`config.mk`:
```
export PLATFORM = sky130hd
export DESIGN_NAME = pfla_front
export DESIGN_NICKNAME = d
export VERILOG_FILES = /design/src/rtl/core/pfla_pkg.sv /design/src/rtl/core/pfla_front.sv
export SDC_FILE = /design/constraint.sdc
export NUM_CORES = 1
export LEC_CHECK = 0
export BUFFER_PORTS_ARGS = -buffer_cell sky130_fd_sc_hd__buf_2
export CAP_MARGIN = 10
export CORE_UTILIZATION = 40
export CTS_CLUSTER_DIAMETER = 100
export DETAILED_ROUTE_END_ITERATION = 12
export HOLD_SLACK_MARGIN = 0.02
export PLACE_DENSITY = 0.8
export SLEW_MARGIN = 20
export SYNTH_ARGS = -nofsm -noshare
export SYNTH_HDL_FRONTEND = slang
export SYNTH_SLANG_ARGS = --single-unit
```
`constraint.sdc`:
```
create_clock -name clk -period 1.8 [get_ports clk]
set_input_delay 0.18 -clock clk [delete_from_list [all_inputs] [get_ports clk]]
set_output_delay 0.18 -clock clk [all_outputs]
set_load 0.02 [all_outputs]
```
`src/rtl/core/pfla_pkg.sv`:
```
// shared types, constants and codes of the page free list allocator
package pfla_pkg;

	localparam int STACK_DEPTH = 32768;
	localparam int SP_W        = $clog2(STACK_DEPTH);
	localparam int CNT_W       = $clog2(STACK_DEPTH + 1);
	localparam int PAGE_SHIFT  = 12;
	localparam int ADDR_W      = 32;
	localparam int PAGE_W      = ADDR_W - PAGE_SHIFT;
	localparam int MP_W        = PAGE_W + 1;
	localparam int AVAIL_W     = MP_W + 1;
	localparam int MAX_PAGES   = 1 << PAGE_W;
	localparam int CMD_W       = 2;
	localparam int STATUS_W    = 2;
	localparam int CFG_IDX_W   = 1;
	localparam int CFG_DATA_W  = MP_W;

	// input command codes
	localparam logic [CMD_W-1:0] CMD_INIT  = 2'd0;
	localparam logic [CMD_W-1:0] CMD_ALLOC = 2'd1;
	localparam logic [CMD_W-1:0] CMD_FREE  = 2'd2;

	// result status codes
	localparam logic [STATUS_W-1:0] ST_OK        = 2'd0;
	localparam logic [STATUS_W-1:0] ST_OOM       = 2'd1;
	localparam logic [STATUS_W-1:0] ST_MISALIGN  = 2'd2;
	localparam logic [STATUS_W-1:0] ST_STACKFULL = 2'd3;

	// configuration register indexes
	localparam logic [CFG_IDX_W-1:0] CFG_FIRST_FREE = 1'd0;
	localparam logic [CFG_IDX_W-1:0] CFG_MEM_PAGES  = 1'd1;

	// classified operation kinds
	localparam int KIND_W = 3;
	localparam logic [KIND_W-1:0] K_NOP     = 3'd0;
	localparam logic [KIND_W-1:0] K_INIT    = 3'd1;
	localparam logic [KIND_W-1:0] K_ALLOC   = 3'd2;
	localparam logic [KIND_W-1:0] K_FREE    = 3'd3;
	localparam logic [KIND_W-1:0] K_BADFREE = 3'd4;

	typedef struct packed {
		logic [KIND_W-1:0] kind;
		logic [PAGE_W-1:0] page;
	} op_t;

	typedef struct packed {
		logic [ADDR_W-1:0]   page_addr;
		logic [STATUS_W-1:0] status;
		logic [AVAIL_W-1:0]  avail_count;
	} res_t;

endpackage

```
`src/rtl/core/pfla_front.sv`:
```
// command intake: classifies beats and buffers them in a two-entry queue
module pfla_front (
	input  logic                          clk,
	input  logic                          arst_n,
	input  logic                          push,
	output logic                          full,
	input  logic [pfla_pkg::CMD_W-1:0]    cmd,
	input  logic [pfla_pkg::ADDR_W-1:0]   addr,
	output logic                          op_valid,
	output pfla_pkg::op_t                 op,
	input  logic                          op_pop
);
	import pfla_pkg::*;

	op_t        q_q [2];
	logic       wr_ptr_q;
	logic       rd_ptr_q;
	logic [1:0] cnt_q;
	op_t        cls;
	logic       do_push;
	logic       do_pop;

	// decode the command and check page alignment up front
	always_comb begin
		cls.page = addr[ADDR_W-1:PAGE_SHIFT];
		unique case (cmd)
			CMD_INIT:  cls.kind = K_INIT;
			CMD_ALLOC: cls.kind = K_ALLOC;
			CMD_FREE:  cls.kind = (|addr[PAGE_SHIFT-1:0]) ? K_BADFREE : K_FREE;
			default:   cls.kind = K_NOP;
		endcase
	end

	assign full     = (cnt_q == 2'd2);
	assign do_push  = push && !full;
	assign op_valid = (cnt_q != 2'd0);
	assign do_pop   = op_pop && op_valid;
	assign op       = q_q[rd_ptr_q];

	always_ff @(posedge clk) begin
		if (do_push) begin
			q_q[wr_ptr_q] <= cls;
		end
	end

	always_ff @(posedge clk or negedge arst_n) begin
		if (!arst_n) begin
			wr_ptr_q <= 1'b0;
			rd_ptr_q <= 1'b0;
			cnt_q    <= 2'd0;
		end else begin
			if (do_push) begin
				wr_ptr_q <= ~wr_ptr_q;
			end
			if (do_pop) begin
				rd_ptr_q <= ~rd_ptr_q;
			end
			cnt_q <= cnt_q + {1'b0, do_push} - {1'b0, do_pop};
		end
	end

endmodule

```
# [Yosys cells after proc, flatten, opt, wreduce, memory -nomap -nowiden]
# Memory sizes are Yosys's and may differ from the RTL's.
# Index checks and enable logic that the tools add are counted.
# W data, S select, Z words.
[word_totals] ff_bits=4 mem_bits_rw=46 inputBits=38 word_cells=21 memories=1
[op_classes] n_addsub=2 eq_ne=3 muxes=4 bitwise_logic=2 reduce_logical=6
[memory_table] name="q_q" words=2 word_bits=23 rd=1 rd_ports_with_merged_regs=0 write_ports=1 line="pfla_front.sv:15" rtl="op_t q_q [2];"
[op_table] op="$reduce_or A12 Y1" n=1
[op_table] op="$pmux W3 S3" n=1
[op_table] op="$eq A2 B2 Y1 const B" n=2
[op_table] op="$mux W3" n=1
[op_table] op="$add A2 B1 Y2" n=1
[op_table] op="$eq A2 B1 Y1 const B" n=1
[op_table] op="$logic_and A1 B1 Y1" n=2
[op_table] op="$logic_not A2 Y1" n=1
[op_table] op="$mux W1" n=2
[op_table] op="$not A1 Y1" n=2
[op_table] op="$reduce_bool A2 Y1" n=1
[op_table] op="$sub A2 B1 Y2" n=1
[op_table] op="$logic_not A1 Y1" n=1

# [Logic depth before layout (Yosys ltp)]
[logic_depth] ltp_word=5 ltp_mapped=7 ltp_nobuf=7

# [Least setup slack after synthesis]
# No wires, ideal clock.
[synth_timing] path_type="register -> register" startpoint="register cnt_q[1]" endpoint="memory q_q[0][0] in the netlist's numbering (enable)" setup_ns=0.403 t_arrival_ns=1.571 t_required_ns=1.397 setup_slack_ns=-0.174 path_stages_with_launch=4 path_cell_list="dfrtp_1 > nand2b_1 > nand2_1 > nor2_1"
[synth_between] elab_chain_len=5
[synth_lines] element="start: declaration" line="pfla_front.sv:18" rtl="logic [1:0] cnt_q;"
[synth_lines] element="start signal: assignment" line="pfla_front.sv:58" rtl="cnt_q <= cnt_q + {1'b0, do_push} - {1'b0, do_pop};"
[synth_lines] element="$eq A2 B2 Y1" line="pfla_front.sv:34" rtl="assign full = (cnt_q == 2'd2);"
[synth_lines] element="$logic_not A1 Y1" line="pfla_front.sv:35" rtl="assign do_push = push && !full;"
[synth_lines] element="$logic_and A1 B1 Y1" line="pfla_front.sv:35"
[synth_lines] element="$mux W1" line="pfla_front.sv:41" rtl="if (do_push) begin"
[synth_lines] element="$mux W1 (implied by the code)" line="pfla_front.sv:42" rtl="q_q[wr_ptr_q] <= cls;"
[synth_lines] element="end: declaration" line="pfla_front.sv:15"
# No other way between the ends.

# [Final worst setup path]
[layout_timing] startpoint="register cnt_q[0]" endpoint="register cnt_q[1]"
[layout_between] word_cells_on_any_way=7 classes_between="add/sub: 2; eq/ne: 1; reduce/logical: 4"
[layout_rtl] element="$reduce_bool A2 Y1" line="pfla_front.sv:36" rtl="assign op_valid = (cnt_q != 2'd0);"
[layout_rtl] element="$logic_and A1 B1 Y1" line="pfla_front.sv:37" rtl="assign do_pop = op_pop && op_valid;"
[layout_rtl] element="named net do_pop" line="pfla_front.sv:21" rtl="logic do_pop;"
[layout_rtl] element="$sub A2 B1 Y2" line="pfla_front.sv:58"
# The timed path passes the listed nets, and every way through them passes these cells.
# A chain may end at the register's enable or synchronous reset.

==> qor.txt <==
Worst setup path endpoint: cnt_q[1]
Worst-path cell with the longest stage delay: sky130_fd_sc_hd__dfrtp_1
Maxcap violations: 0
Endpoint of the lowest-slack register-to-register path: cnt_q[1]
Reg2Reg Launch Point: cnt_q[0]
Period utilization: 98.0%
WL final: 3190 um
First-iteration detailed-routing DRC count: 92
Detail Route Antenna Nets: 0
DR WL/cell: 14.2 um
Clk Latency, worst-skew pair: 290 ps
Cell internal pwr: 2.50 mW
Area of all placed cells without fillers: 0.00243 mm2
ANT cells: 0
Core area: 0.00450 mm2
Cells after Synth: 99
Vias in the first global route: 1115
Pre-CTS worst setup slack: 35.4 ps
Min-Delay Path Class: input pin to register
Switching portion of total power: 33.4%
Number of remaining DRC errors: 4
Layout cell share with drive strength beyond 1: 58.7%
Least setup slack across all paths after layout: 35.9 ps
Number of non-filler instances in the completed layout: 224
Final net count: 211
Number of cell rows: 24
Leftover overflow at the end of global routing: 0
Final hold violation count: 0
Overall die height: 71.4 um
Worst slack on hold paths: 71.2 ps
Maximum ir drop on the vdd rail: 0.745 mV
Total number of vias: 1088
Sequential group share of total power: 45.6%
Pin count of the biggest net entering global routing: 19
Clock transition at the registers of the reported paths: 80 ps
CP required: 1980 ps
Arrival time of the worst setup path: 1940 ps
Most frequent standard cell in the layout excluding fill and tap cells: sky130_fd_sc_hd__buf_2
Final RePlAce weighted congestion: 0.691
Share of the yosys chip area belonging to registers: 76.9%
Routed via count divided by cell count: 4.86
Total clock buffers created by CTS: 5
Net count after synthesis: 139
Main area contributors after synthesis: sky130_fd_sc_hd__edfxtp_1, sky130_fd_sc_hd__mux2_2, sky130_fd_sc_hd__dfrtp_1
Outcome: complete, but fails checks
Total of warnings raised by yosys: 0
Nature of the critical path endpoint: register
Worst-case clock buffer depth: 2
Cell-by-cell listing of the critical path: or2_1 -> and2_4 -> ha_1 -> inv_1 -> ha_1 -> xnor2_2 -> xnor2_1
GRT Total Usage: 13.4%
Global-route wire length before repair: 5000 um
Initial antenna violation count: 0
Share of power burned in combinational logic: 38.6%
Yosys reg bits: 50
Clock root buffer: sky130_fd_sc_hd__clkbuf_8
Count of endpoints failing setup in the final report: 0
Critical path peak fanout: 3
Top cell type's share of synthesized area: 71.7%
IO Pins: 63
Clock Skews: 2.52 ps
Worst stage delay on the critical path: 400 ps
Total number of H-tree levels: 2
Depth of the critical timing path with buffers and inverters included: 7
Syn_area_per_cell: 19.5 um2
Total Die Area: 0.00510 mm2
Final-layout setup total negative slack: 0 ps
Static Leakage: 0.960 nW
Largest area contributor in the netlist: sky130_fd_sc_hd__edfxtp_1
Sw power: 1.25 mW
HPWL Detailed: 2290 um
Crit. Startpoint: cnt_q[0]
Cell type with the highest occurrence count on the critical path: sky130_fd_sc_hd__ha_1
Reg-to-reg slack, setup: 40 ps
Iteration count of the initial detailed-routing pass: 10
Post-Synthesis Cell Area: 0.00193 mm2
Count of clock tree sinks: 50
Number of unique standard cell types used by synthesis: 21
Kind of critical path: register to register
Number of setup buffers added after CTS: 0
Power per cell area: 1540 mW/mm2
Placed cell count: 215
Dominant delay contributor by cell family on the critical path: adder cells
Failing checks: design-rule violations
Cell depth of the worst flop-to-flop path: 7
Worst-case headroom to the max-slew limit: 76.3%
Max-slew violations: 0
TritonCTS clock tree: built
Clock share of power: 15.8%
Transition time at the pin with the least slew margin: 352 ps
Nature of the critical path startpoint: register
Placed cell areas: 0.00233 mm2
Initial standard-cell utilization of the core: 42.8%
Timing-limited maximum frequency: 567 MHz
Final standard cell utilization of the core: 53.9%
Total Power Consumption: 3.75 mW
Horizontal die dimension: 71.4 um
# port buffers: 62
Number of buffer and inverter stages on the critical path: 1
Minimum clock period: 1760 ps
Growth of design area from synthesis to finish: 26.1%
Most used cells in the layout excluding fill and tap cells: sky130_fd_sc_hd__buf_2, sky130_fd_sc_hd__edfxtp_1, sky130_fd_sc_hd__mux2_2, sky130_fd_sc_hd__clkbuf_8, sky130_fd_sc_hd__buf_4
-- synth_stat cells --
cell type / n
sky130_fd_sc_hd__buf_6: 2
sky130_fd_sc_hd__dfrtp_1: 4
sky130_fd_sc_hd__mux2_2: 23
sky130_fd_sc_hd__nor4_2: 1
sky130_fd_sc_hd__xnor2_1: 3
sky130_fd_sc_hd__nor2_1: 1
sky130_fd_sc_hd__or2_1: 1
sky130_fd_sc_hd__edfxtp_1: 46
sky130_fd_sc_hd__nor4_1: 2
sky130_fd_sc_hd__ha_1: 2
sky130_fd_sc_hd__nand2b_1: 3
sky130_fd_sc_hd__a31oi_1: 1
sky130_fd_sc_hd__nand2_1: 1
sky130_fd_sc_hd__a21oi_1: 1
sky130_fd_sc_hd__nand3_1: 1
sky130_fd_sc_hd__xor2_1: 1
sky130_fd_sc_hd__inv_1: 2
sky130_fd_sc_hd__and2_1: 1
sky130_fd_sc_hd__o21ai_1: 1
sky130_fd_sc_hd__and3_1: 1
sky130_fd_sc_hd__buf_2: 1
-- worst reg2reg max path: stages (launching register included) --
cell,delay (ps)
sky130_fd_sc_hd__dfrtp_1,400
sky130_fd_sc_hd__or2_1,250
sky130_fd_sc_hd__and2_4,170
sky130_fd_sc_hd__ha_1,290
sky130_fd_sc_hd__inv_1,50
sky130_fd_sc_hd__ha_1,210
sky130_fd_sc_hd__xnor2_2,150
sky130_fd_sc_hd__xnor2_1,130
-- power by group through the flow --
stage | Combinational, mW | Clock (mW) | Sequential (mW)
after floorplan | 1.02 | 0 | 1.68
after global placement | 1.38 | 0 | 1.71
after detailed placement | 1.44 | 0 | 1.74
after CTS | 1.44 | 0.609 | 1.71
after global routing | 1.55 | 0.668 | 1.74
final | 1.45 | 0.593 | 1.71
-- cell type report --
| type | count | area (um2) |
|---|---|---|
| fill | 370 | 2070 |
| timing repair buffer | 68 | 370 |
| clock inverter | 2 | 8.76 |
| tap | 52 | 65.1 |
| multi-input combinational | 44 | 423 |
| clock buffer | 6 | 72.6 |
| sequential | 50 | 1480 |
| inverter | 2 | 7.51 |
-- kinds of logic (layout without fill, tap and decap cells) --
kind of cell	after synthesis	after routing	share of synthesized area (%)
DFF	50	50	76.9
muxes	23	23	13.4
and+or+nand+nor	12	12	3.90
buffers and inverters	5	78	1.82
xor gates and xnor gates	4	4	1.82
AOI/OAI and AO/OA	3	3	0.844
adders and majority gates	2	2	1.30
-- routing by layer --
| metal | GRT usage [%] | up-vias | share of wire [%] |
|---|---|---|---|
| li1 | - | 522 | - |
| met1 | 15.2 | 511 | 41 |
| met2 | 22.9 | 52 | 49 |
| met3 | 4.36 | 3 | 8.2 |
| met4 | 6.22 | 0 | 1.0 |
| met5 | 0 | - | 0 |
-- registers in the layout (all words and copies together) (netlist names) --
signal	cells
cnt_q	2
q_q	46
rd_ptr_q	1
wr_ptr_q	1
-- how the worst min path moves through the flow --
stage	from	endpoint	slack, ps	cells after the start
2_1_floorplan	arst_n	cnt_q[0]	-120	0
3_3_place_gp	arst_n	cnt_q[0]	-10	1
3_5_place_dp	arst_n	cnt_q[0]	-5	1
4_1_cts	addr[25]	q_q[1][13]	60	1
5_1_grt	addr[28]	q_q[1][16]	60	1
6_report	addr[25]	q_q[1][13]	70	1
-- what timing repair did --
action,in CTS,in global routing
hold endpoints to repair,4,0
endpoints found under the setup margin,0,17
hold buffers,1,0
resized for setup,0,3
No activity file was read; power rests on OpenSTA's default activity.
